===== config.mk =====
export PLATFORM = sky130hd
export DESIGN_NAME = damped_target_follower
export DESIGN_NICKNAME = d
export VERILOG_FILES = /design/src/sv/dtf_pkg.sv /design/src/sv/dtf_regs.sv /design/src/sv/dtf_mul.sv /design/src/sv/damped_target_follower.sv
export SDC_FILE = /design/constraint.sdc
export NUM_CORES = 1
export LEC_CHECK = 0
export ABC_AREA = 0
export BUFFER_PORTS_ARGS = -buffer_cell sky130_fd_sc_hd__buf_2
export CAP_MARGIN = 20
export CELL_PAD_IN_SITES_DETAIL_PLACEMENT = 1
export CELL_PAD_IN_SITES_GLOBAL_PLACEMENT = 2
export CORE_ASPECT_RATIO = 0.75
export CORE_MARGIN = 3
export CORE_UTILIZATION = 39
export DETAILED_ROUTE_END_ITERATION = 10
export GPL_TIMING_DRIVEN = 0
export PLACE_DENSITY = 0.92
export RECOVER_POWER = 100
export SYNTH_ARGS = -nofsm -noshare
export SYNTH_HDL_FRONTEND = slang
export SYNTH_SLANG_ARGS = --single-unit

===== constraint.sdc =====
create_clock -name aclk -period 12.4 [get_ports aclk]
set_input_delay 0.62 -clock aclk [delete_from_list [all_inputs] [get_ports aclk]]
set_output_delay 0.62 -clock aclk [all_outputs]
set_load 0.02 [all_outputs]

===== src/sv/dtf_pkg.sv =====
// Package for the damped target follower: fixed constants, register indexes,
// configuration and shared-unit control types. No dependencies.

package dtf_pkg;

    // time step dt = 6554 / 65536 (about 0.1)
    localparam int unsigned DT_NUM      = 6554;
    localparam int unsigned DT_SHIFT    = 16;
    localparam int unsigned DECAY_SHIFT = 8;

    // coefficient width into the shared multiplier (covers DT_NUM and decay)
    localparam int unsigned COEF_W = 13;

    localparam int unsigned DECAY_W = 11;
    localparam int unsigned MODE_W  = 2;

    localparam logic [DECAY_W-1:0] DECAY_FLOOR = 11'd26;
    localparam logic [DECAY_W-1:0] DECAY_RESET = 11'd154;

    // damping modes
    localparam logic [MODE_W-1:0] MODE_DOUBLE0 = 2'd0;
    localparam logic [MODE_W-1:0] MODE_SPRING  = 2'd1;
    localparam logic [MODE_W-1:0] MODE_PROP    = 2'd2;
    localparam logic [MODE_W-1:0] MODE_DOUBLE3 = 2'd3;

    // register indexes
    localparam logic REG_DECAY = 1'b0;
    localparam logic REG_MODE  = 1'b1;

    typedef struct packed {
        logic [DECAY_W-1:0] decay;
        logic [MODE_W-1:0]  mode;
    } cfg_t;

    // control word for the shared multiply-round unit
    typedef struct packed {
        logic load;     // capture a new product this cycle
        logic use_dt;   // 1: scale by dt, 0: scale by decay
    } mul_op_t;

endpackage


===== src/sv/dtf_regs.sv =====
// Configuration register file for the damped target follower (APB-style port).
// Depends on dtf_pkg.

module dtf_regs (
    input  logic                aclk,
    input  logic                aresetn,
    input  logic                psel,
    input  logic                penable,
    input  logic                pwrite,
    input  logic [2:0]          paddr,
    input  logic [31:0]         pwdata,
    output logic [31:0]         prdata,
    output logic                pready,
    output dtf_pkg::cfg_t       cfg
);

    logic [dtf_pkg::DECAY_W-1:0] decay_reg, decay_next;
    logic [dtf_pkg::MODE_W-1:0]  mode_reg, mode_next;
    logic [dtf_pkg::DECAY_W-1:0] wr_decay;
    logic                        wr_en;

    assign pready   = 1'b1;
    assign wr_en    = psel & penable & pwrite;
    assign wr_decay = pwdata[dtf_pkg::DECAY_W-1:0];

    always_comb begin
        decay_next = decay_reg;
        mode_next  = mode_reg;
        if (wr_en) begin
            case (paddr[2])
                dtf_pkg::REG_DECAY: begin
                    // raise writes below the floor
                    decay_next = (wr_decay < dtf_pkg::DECAY_FLOOR) ? dtf_pkg::DECAY_FLOOR
                                                                   : wr_decay;
                end
                dtf_pkg::REG_MODE: begin
                    mode_next = pwdata[dtf_pkg::MODE_W-1:0];
                end
                default: begin
                end
            endcase
        end
    end

    always_ff @(posedge aclk) begin
        if (!aresetn) begin
            decay_reg <= dtf_pkg::DECAY_RESET;
            mode_reg  <= dtf_pkg::MODE_DOUBLE0;
        end else begin
            decay_reg <= decay_next;
            mode_reg  <= mode_next;
        end
    end

    always_comb begin
        case (paddr[2])
            dtf_pkg::REG_DECAY: prdata = {{(32-dtf_pkg::DECAY_W){1'b0}}, decay_reg};
            dtf_pkg::REG_MODE:  prdata = {{(32-dtf_pkg::MODE_W){1'b0}}, mode_reg};
            default:            prdata = '0;
        endcase
    end

    assign cfg.decay = decay_reg;
    assign cfg.mode  = mode_reg;

endmodule


===== src/sv/dtf_mul.sv =====
// Shared multiply-and-round unit: y = round(a * coef / 2^shift), coef is dt or decay.
// Rounds to nearest, ties toward plus infinity. Depends on dtf_pkg.

module dtf_mul #(
    parameter int AW = 22
) (
    input  logic                         aclk,
    input  dtf_pkg::mul_op_t             op,
    input  logic signed [AW-1:0]         a,
    input  logic [dtf_pkg::DECAY_W-1:0]  decay,
    output logic signed [AW-1:0]         y
);

    localparam int PW = AW + dtf_pkg::COEF_W + 1;

    logic [dtf_pkg::COEF_W-1:0] coef;
    logic signed [PW-1:0]       prod;
    logic signed [PW-1:0]       sum_dt, sum_dc;
    logic signed [PW-1:0]       shifted;
    logic signed [AW-1:0]       y_reg;

    assign coef = op.use_dt ? dtf_pkg::COEF_W'(dtf_pkg::DT_NUM)
                            : {{(dtf_pkg::COEF_W-dtf_pkg::DECAY_W){1'b0}}, decay};

    assign prod   = PW'(a) * $signed({1'b0, coef});
    assign sum_dt = prod + (PW'(1) <<< (dtf_pkg::DT_SHIFT - 1));
    assign sum_dc = prod + (PW'(1) <<< (dtf_pkg::DECAY_SHIFT - 1));

    // arithmetic shift gives floor, which with the half added is the rounding wanted
    assign shifted = op.use_dt ? (sum_dt >>> dtf_pkg::DT_SHIFT)
                               : (sum_dc >>> dtf_pkg::DECAY_SHIFT);

    always_ff @(posedge aclk) begin
        if (op.load) begin
            y_reg <= shifted[AW-1:0];
        end
    end

    assign y = y_reg;

endmodule


===== src/sv/damped_target_follower.sv =====
// Damped target follower: one target word in, one clamped level word out.
// Each accepted target runs steps M1, M2 and, in the spring-damper and doubled-gain modes, M3
// on one shared multiplier; the position step then registers the clamped level and result valid.
// A new word is taken only in idle, once the last is through; a waiting result holds the last step.
// Reset: synchronous active-low aresetn; position 0, velocity 0.1, decay 154, mode 0.
// Depends on dtf_pkg, dtf_regs, dtf_mul.

module damped_target_follower #(
    parameter int FRAC_BITS = 14
) (
    input  logic                                  aclk,
    input  logic                                  aresetn,
    // input channel
    input  logic                                  s_tvalid,
    output logic                                  s_tready,
    input  logic [((FRAC_BITS+1+7)/8)*8-1:0]      s_tdata,   // [FRAC_BITS:0] target
    // result channel
    output logic                                  m_tvalid,
    input  logic                                  m_tready,
    output logic [((FRAC_BITS+1+7)/8)*8-1:0]      m_tdata,   // [FRAC_BITS:0] level
    // configuration port
    input  logic                                  psel,
    input  logic                                  penable,
    input  logic                                  pwrite,
    input  logic [2:0]                            paddr,
    input  logic [31:0]                           pwdata,
    output logic [31:0]                           prdata,
    output logic                                  pready
);

    // position / target width, velocity width, working width of the shared unit
    localparam int PW = FRAC_BITS + 1;
    localparam int VW = FRAC_BITS + 3;
    localparam int AW = FRAC_BITS + 8;
    localparam int DW = ((PW + 7) / 8) * 8;
    localparam int VEL_RESET_I = ((1 << FRAC_BITS) + 5) / 10;

    localparam logic [VW-1:0]        VEL_RESET = VW'(VEL_RESET_I);
    localparam logic signed [AW-1:0] ONE_A     = AW'(1) <<< FRAC_BITS;

    // sequencer codes
    localparam logic [2:0] ST_IDLE = 3'd0;
    localparam logic [2:0] ST_M1   = 3'd1;
    localparam logic [2:0] ST_M2   = 3'd2;
    localparam logic [2:0] ST_M3   = 3'd3;
    localparam logic [2:0] ST_POS  = 3'd4;

    dtf_pkg::cfg_t     cfg;
    dtf_pkg::mul_op_t  mul_op;

    logic [2:0]              state_reg, state_next;
    logic [PW-1:0]           pos_reg, pos_next;
    logic signed [VW-1:0]    vel_reg, vel_next;
    logic signed [AW-1:0]    err_reg, err_next;
    logic [PW-1:0]           level_reg, level_next;
    logic                    m_tvalid_reg, m_tvalid_next;

    logic signed [AW-1:0]    mul_a;
    logic signed [AW-1:0]    mul_y;
    logic signed [AW-1:0]    vel_sum;
    logic signed [VW-1:0]    vel_sat_prod, vel_sat_sum;
    logic signed [AW-1:0]    pos_sum;
    logic [PW-1:0]           pos_clamped;
    logic                    out_free;
    logic                    spring;

    // saturate a working-width value to the velocity range -4.0 .. 4.0 - lsb
    function automatic logic signed [VW-1:0] sat_vel(input logic signed [AW-1:0] v);
        logic hi_all1;
        logic hi_all0;
        hi_all1 = &v[AW-1:VW-1];
        hi_all0 = ~|v[AW-1:VW-1];
        if (hi_all1 || hi_all0) begin
            sat_vel = v[VW-1:0];
        end else if (v[AW-1]) begin
            sat_vel = {1'b1, {(VW-1){1'b0}}};
        end else begin
            sat_vel = {1'b0, {(VW-1){1'b1}}};
        end
    endfunction

    dtf_regs u_regs (
        .aclk    (aclk),
        .aresetn (aresetn),
        .psel    (psel),
        .penable (penable),
        .pwrite  (pwrite),
        .paddr   (paddr),
        .pwdata  (pwdata),
        .prdata  (prdata),
        .pready  (pready),
        .cfg     (cfg)
    );

    dtf_mul #(
        .AW (AW)
    ) u_mul (
        .aclk  (aclk),
        .op    (mul_op),
        .a     (mul_a),
        .decay (cfg.decay),
        .y     (mul_y)
    );

    assign spring   = (cfg.mode == dtf_pkg::MODE_SPRING);
    assign out_free = !m_tvalid_reg || m_tready;

    assign s_tready = (state_reg == ST_IDLE);

    // candidate velocities: straight from a product, or velocity plus a product
    assign vel_sat_prod = sat_vel(mul_y);
    assign vel_sum      = AW'(vel_reg) + mul_y;
    assign vel_sat_sum  = sat_vel(vel_sum);

    // new position, clamped to 0 .. 1.0
    assign pos_sum = $signed({{(AW-PW){1'b0}}, pos_reg}) + mul_y;
    always_comb begin
        if (pos_sum[AW-1]) begin
            pos_clamped = '0;
        end else if (pos_sum > ONE_A) begin
            pos_clamped = ONE_A[PW-1:0];
        end else begin
            pos_clamped = pos_sum[PW-1:0];
        end
    end

    // sequencer: pick the multiplier operand and scale for each step
    always_comb begin
        state_next    = state_reg;
        pos_next      = pos_reg;
        vel_next      = vel_reg;
        err_next      = err_reg;
        level_next    = level_reg;
        m_tvalid_next = m_tvalid_reg;
        mul_op.load   = 1'b0;
        mul_op.use_dt = 1'b0;
        mul_a         = err_reg;

        if (m_tvalid_reg && m_tready) begin
            m_tvalid_next = 1'b0;
        end

        case (state_reg)
            ST_IDLE: begin
                // take the error against the current position
                if (s_tvalid) begin
                    err_next   = $signed({{(AW-PW){1'b0}}, s_tdata[PW-1:0]})
                               - $signed({{(AW-PW){1'b0}}, pos_reg});
                    state_next = ST_M1;
                end
            end
            ST_M1: begin
                // spring: velocity*decay, else error*decay
                mul_op.load   = 1'b1;
                mul_op.use_dt = 1'b0;
                mul_a         = spring ? AW'(vel_reg) : err_reg;
                state_next    = ST_M2;
            end
            ST_M2: begin
                mul_op.load   = 1'b1;
                mul_op.use_dt = 1'b1;
                if (spring) begin
                    // acceleration times dt
                    mul_a      = err_reg - mul_y;
                    state_next = ST_M3;
                end else begin
                    // commit saturated velocity, then velocity times dt
                    vel_next   = vel_sat_prod;
                    mul_a      = AW'(vel_sat_prod);
                    state_next = (cfg.mode == dtf_pkg::MODE_PROP) ? ST_POS : ST_M3;
                end
            end
            ST_M3: begin
                mul_op.load = 1'b1;
                if (spring) begin
                    // integrate velocity, then velocity times dt
                    vel_next      = vel_sat_sum;
                    mul_a         = AW'(vel_sat_sum);
                    mul_op.use_dt = 1'b1;
                end else begin
                    // doubled gain: apply decay to the step once more
                    mul_a         = mul_y;
                    mul_op.use_dt = 1'b0;
                end
                state_next = ST_POS;
            end
            ST_POS: begin
                // hold until the output register is free
                if (out_free) begin
                    pos_next      = pos_clamped;
                    level_next    = pos_clamped;
                    m_tvalid_next = 1'b1;
                    state_next    = ST_IDLE;
                end
            end
            default: begin
                state_next = ST_IDLE;
            end
        endcase
    end

    always_ff @(posedge aclk) begin
        if (!aresetn) begin
            state_reg    <= ST_IDLE;
            pos_reg      <= '0;
            vel_reg      <= VEL_RESET;
            m_tvalid_reg <= 1'b0;
        end else begin
            state_reg    <= state_next;
            pos_reg      <= pos_next;
            vel_reg      <= vel_next;
            m_tvalid_reg <= m_tvalid_next;
        end
    end

    always_ff @(posedge aclk) begin
        err_reg   <= err_next;
        level_reg <= level_next;
    end

    assign m_tvalid = m_tvalid_reg;
    assign m_tdata  = {{(DW-PW){1'b0}}, level_reg};

endmodule


==> run summary <==
HP Class: in2reg
Vias per cell: 5.77
Final Cycle Share: 97.5%
Crit end category: register
Antenna viol nets, final: 0
FP Rows: 72
Initial antenna violation count: 4
Worst slew margin: -30.0%
Number of DRC markers in iteration 0: 1,681
Total CTS buffers: 9
Crit-path most repeated cell: inv_1
DRC Markers: 0
Clk buf depth: 2
Critical-path top delay cell: o311ai_1
Max capacitance violation total: 2
Post-placement cell count: 3,352
Status: finished, violations left
Worst hold margin: 0.485 ns
Fin. Hold Viols: 0
Clock transition at path regs: 0.08 ns
Synthesis-to-finish area growth: 9.85%
Ant. Diodes: 0
CTS tree: yes
Crit path max fanout: 10
Setup Skew: 0.0163 ns
Top_reg_cell synth: edfxtp_1
Gpl congestion: 0.980
Starting Density: 39.9%
Grt total ovfl: 0
Routed len/inst: 23.6 microns
Failing checks: max-capacitance violations, max-slew violations
CP required: 12.59 ns
Crit Path Category: reg2reg
Most frequent cells in the layout: inv_1, nand2_1, fa_1
Worst Tran Pin Value: 1.95 ns
Most common cell after layout, fill and taps aside: inv_1
Root Driver: clkbuf_16
Fraction of layout cells with a size suffix above 1: 7.88%
First-pass GRT wire length: 122,000 microns
All-Layer GR Usage: 28.7%
Highest cell delay on the worst timing path: 0.74 ns
Post-synthesis sequential area ratio: 12.4%
Die X: 272 microns
Core area: 52,100 sq um
Max reg flops: 22
Syn. warnings: 0
Post-synth EDFFs: 53
Number of global-route vias before repair: 20,200
Async S/R FF share, synth: 0%
Via count of the routed design: 19,500
I/O Buffers: 61
Hpwl dp: 66,700 microns
Final WL: 79,800 microns
Final setup violation count: 0
DIE AREA: 56,000 sq um
Yosys reg bits: 102
Fin nets: 3,159
Filler instances: 6,425
Die Span Y: 206 microns
Clk Latency, worst-skew pair: 0.39 ns
H-tree level count: 3
Arr. time, crit path: 12.28 ns
Io pins: 109
FMAX: 82.8 MHz
Synth cell types: 86
Final Instance Count excl. Fillers: 3,382
Element type at the critical path start: register
Total iterations of the first detailed-routing run: 7
Mapped Area: 20,800 sq um
Syn Area/Cell: 8.08 sq um
Largest net degree at the start of global routing: 32
Slew Limit Fails: 51
Fin crit period: 12.08 ns
Post-Synthesis Cells: 2,567
Clock Sinks: 102
[final cells by class]
cell class                 instances  area [sq um]  area share, %
multi-input combinational       1946         16400           72.1
timing repair buffer              80           423           1.86
clock inverter                     5          52.6          0.231
buffer                           121           634           2.78
inverter                         414          1550           6.82
clock buffer                      11           254           1.11
tap                              703           880           3.86
sequential                       102          2570           11.3
[Yosys cell counts (all sizes together) (16+ instances only)]
cell type | count | area (sq um)
a21o | 57 | 428
nand2 | 286 | 1070
mux2i | 17 | 170
and3 | 29 | 181
a21oi | 163 | 820
inv | 413 | 1550
clkbuf | 89 | 334
nand2b | 38 | 238
xor2 | 43 | 377
nor2 | 210 | 788
fa | 270 | 5410
a31oi | 17 | 106
ha | 157 | 1960
edfxtp | 53 | 1590
nand4 | 16 | 113
a211oi | 24 | 198
and2 | 31 | 196
nand3 | 58 | 290
nor3 | 56 | 305
buf | 37 | 288
nor2b | 59 | 369
xnor2 | 64 | 561
o211ai | 27 | 208
dfxtp | 49 | 981
o21bai | 20 | 154
o21ai | 87 | 435
[per-stage QoR]
| stage | setup TNS [ns] | utilization [%] | setup WS [ns] | cell area, sq um |
|---|---|---|---|---|
| 2_1_floorplan | 0 | - | 1.57 | 20800 |
| 3_3_place_gp | -14.59 | 42.3 | -1.07 | 22000 |
| 3_5_place_dp | -23.36 | 42.3 | -1.47 | 22000 |
| 4_1_cts | 0 | 43.2 | 0.0252 | 22500 |
| 5_1_grt | -0.0622 | 43.8 | -0.0262 | 22800 |
| 6_report | 0 | 43.8 | 0.315 | 22800 |
[cells by family (layout without fill, tap and decap cells)]
| group | count (synthesis) | after routing | synth area share (%) |
|---|---|---|---|
| and+or+nand+nor | 848 | 848 | 19.5 |
| buffers and inverters | 540 | 631 | 10.5 |
| AOI/OAI and AO/OA | 519 | 519 | 16.4 |
| adders and majority gates | 427 | 427 | 35.5 |
| xor gates and xnor gates | 107 | 107 | 4.52 |
| DFF | 102 | 102 | 12.4 |
| muxes | 22 | 22 | 1.09 |
| other | 2 | 23 | 0.0362 |
[routing by layer]
layer  part of all wire [%]  routed length [microns]  global-route usage [%]
met1                     45                    36300                    42.1
met2                     43                    34100                    43.5
met3                     10                     8220                    7.18
met4                    1.5                     1180                    4.06
met5                  0.033                       26                       0
[worst max-delay path: cells and delay by family (launching register included)]
kind / cells / cell delay, ns
adder cells (fa/ha/maj): 9 / 4.24
buffers and inverters: 10 / 1.59
AND/OR/NAND/NOR: 8 / 1.57
XOR/XNOR: 1 / 0.18
AO/OA/AOI/OAI: 12 / 3.71
flip-flops: 1 / 0.58
[final timing paths]
check,startpoint,to,slack (ns),cells after the start
setup / recovery,u_mul.y[10],u_mul.y[20],0.32,40
hold / removal,pwdata[7],u_regs.decay_reg[7],0.48,3
setup reg to reg,u_mul.y[10],u_mul.y[20],0.32,40
hold reg to reg,pos_reg[10],pos_reg[10],0.50,2
[what timing repair did]
| item | in CTS | in global routing |
|---|---|---|
| pin swaps | 1 | 10 |
| hold buffers | 0 | 0 |
| buffers inserted | 10 | 8 |
| gates resized for setup | 38 | 75 |
| setup endpoints to repair | 22 | 20 |
Power is left out: the tool's default activity adds up to more than one toggle a clock period on the data nets, which glitch-free logic cannot reach.
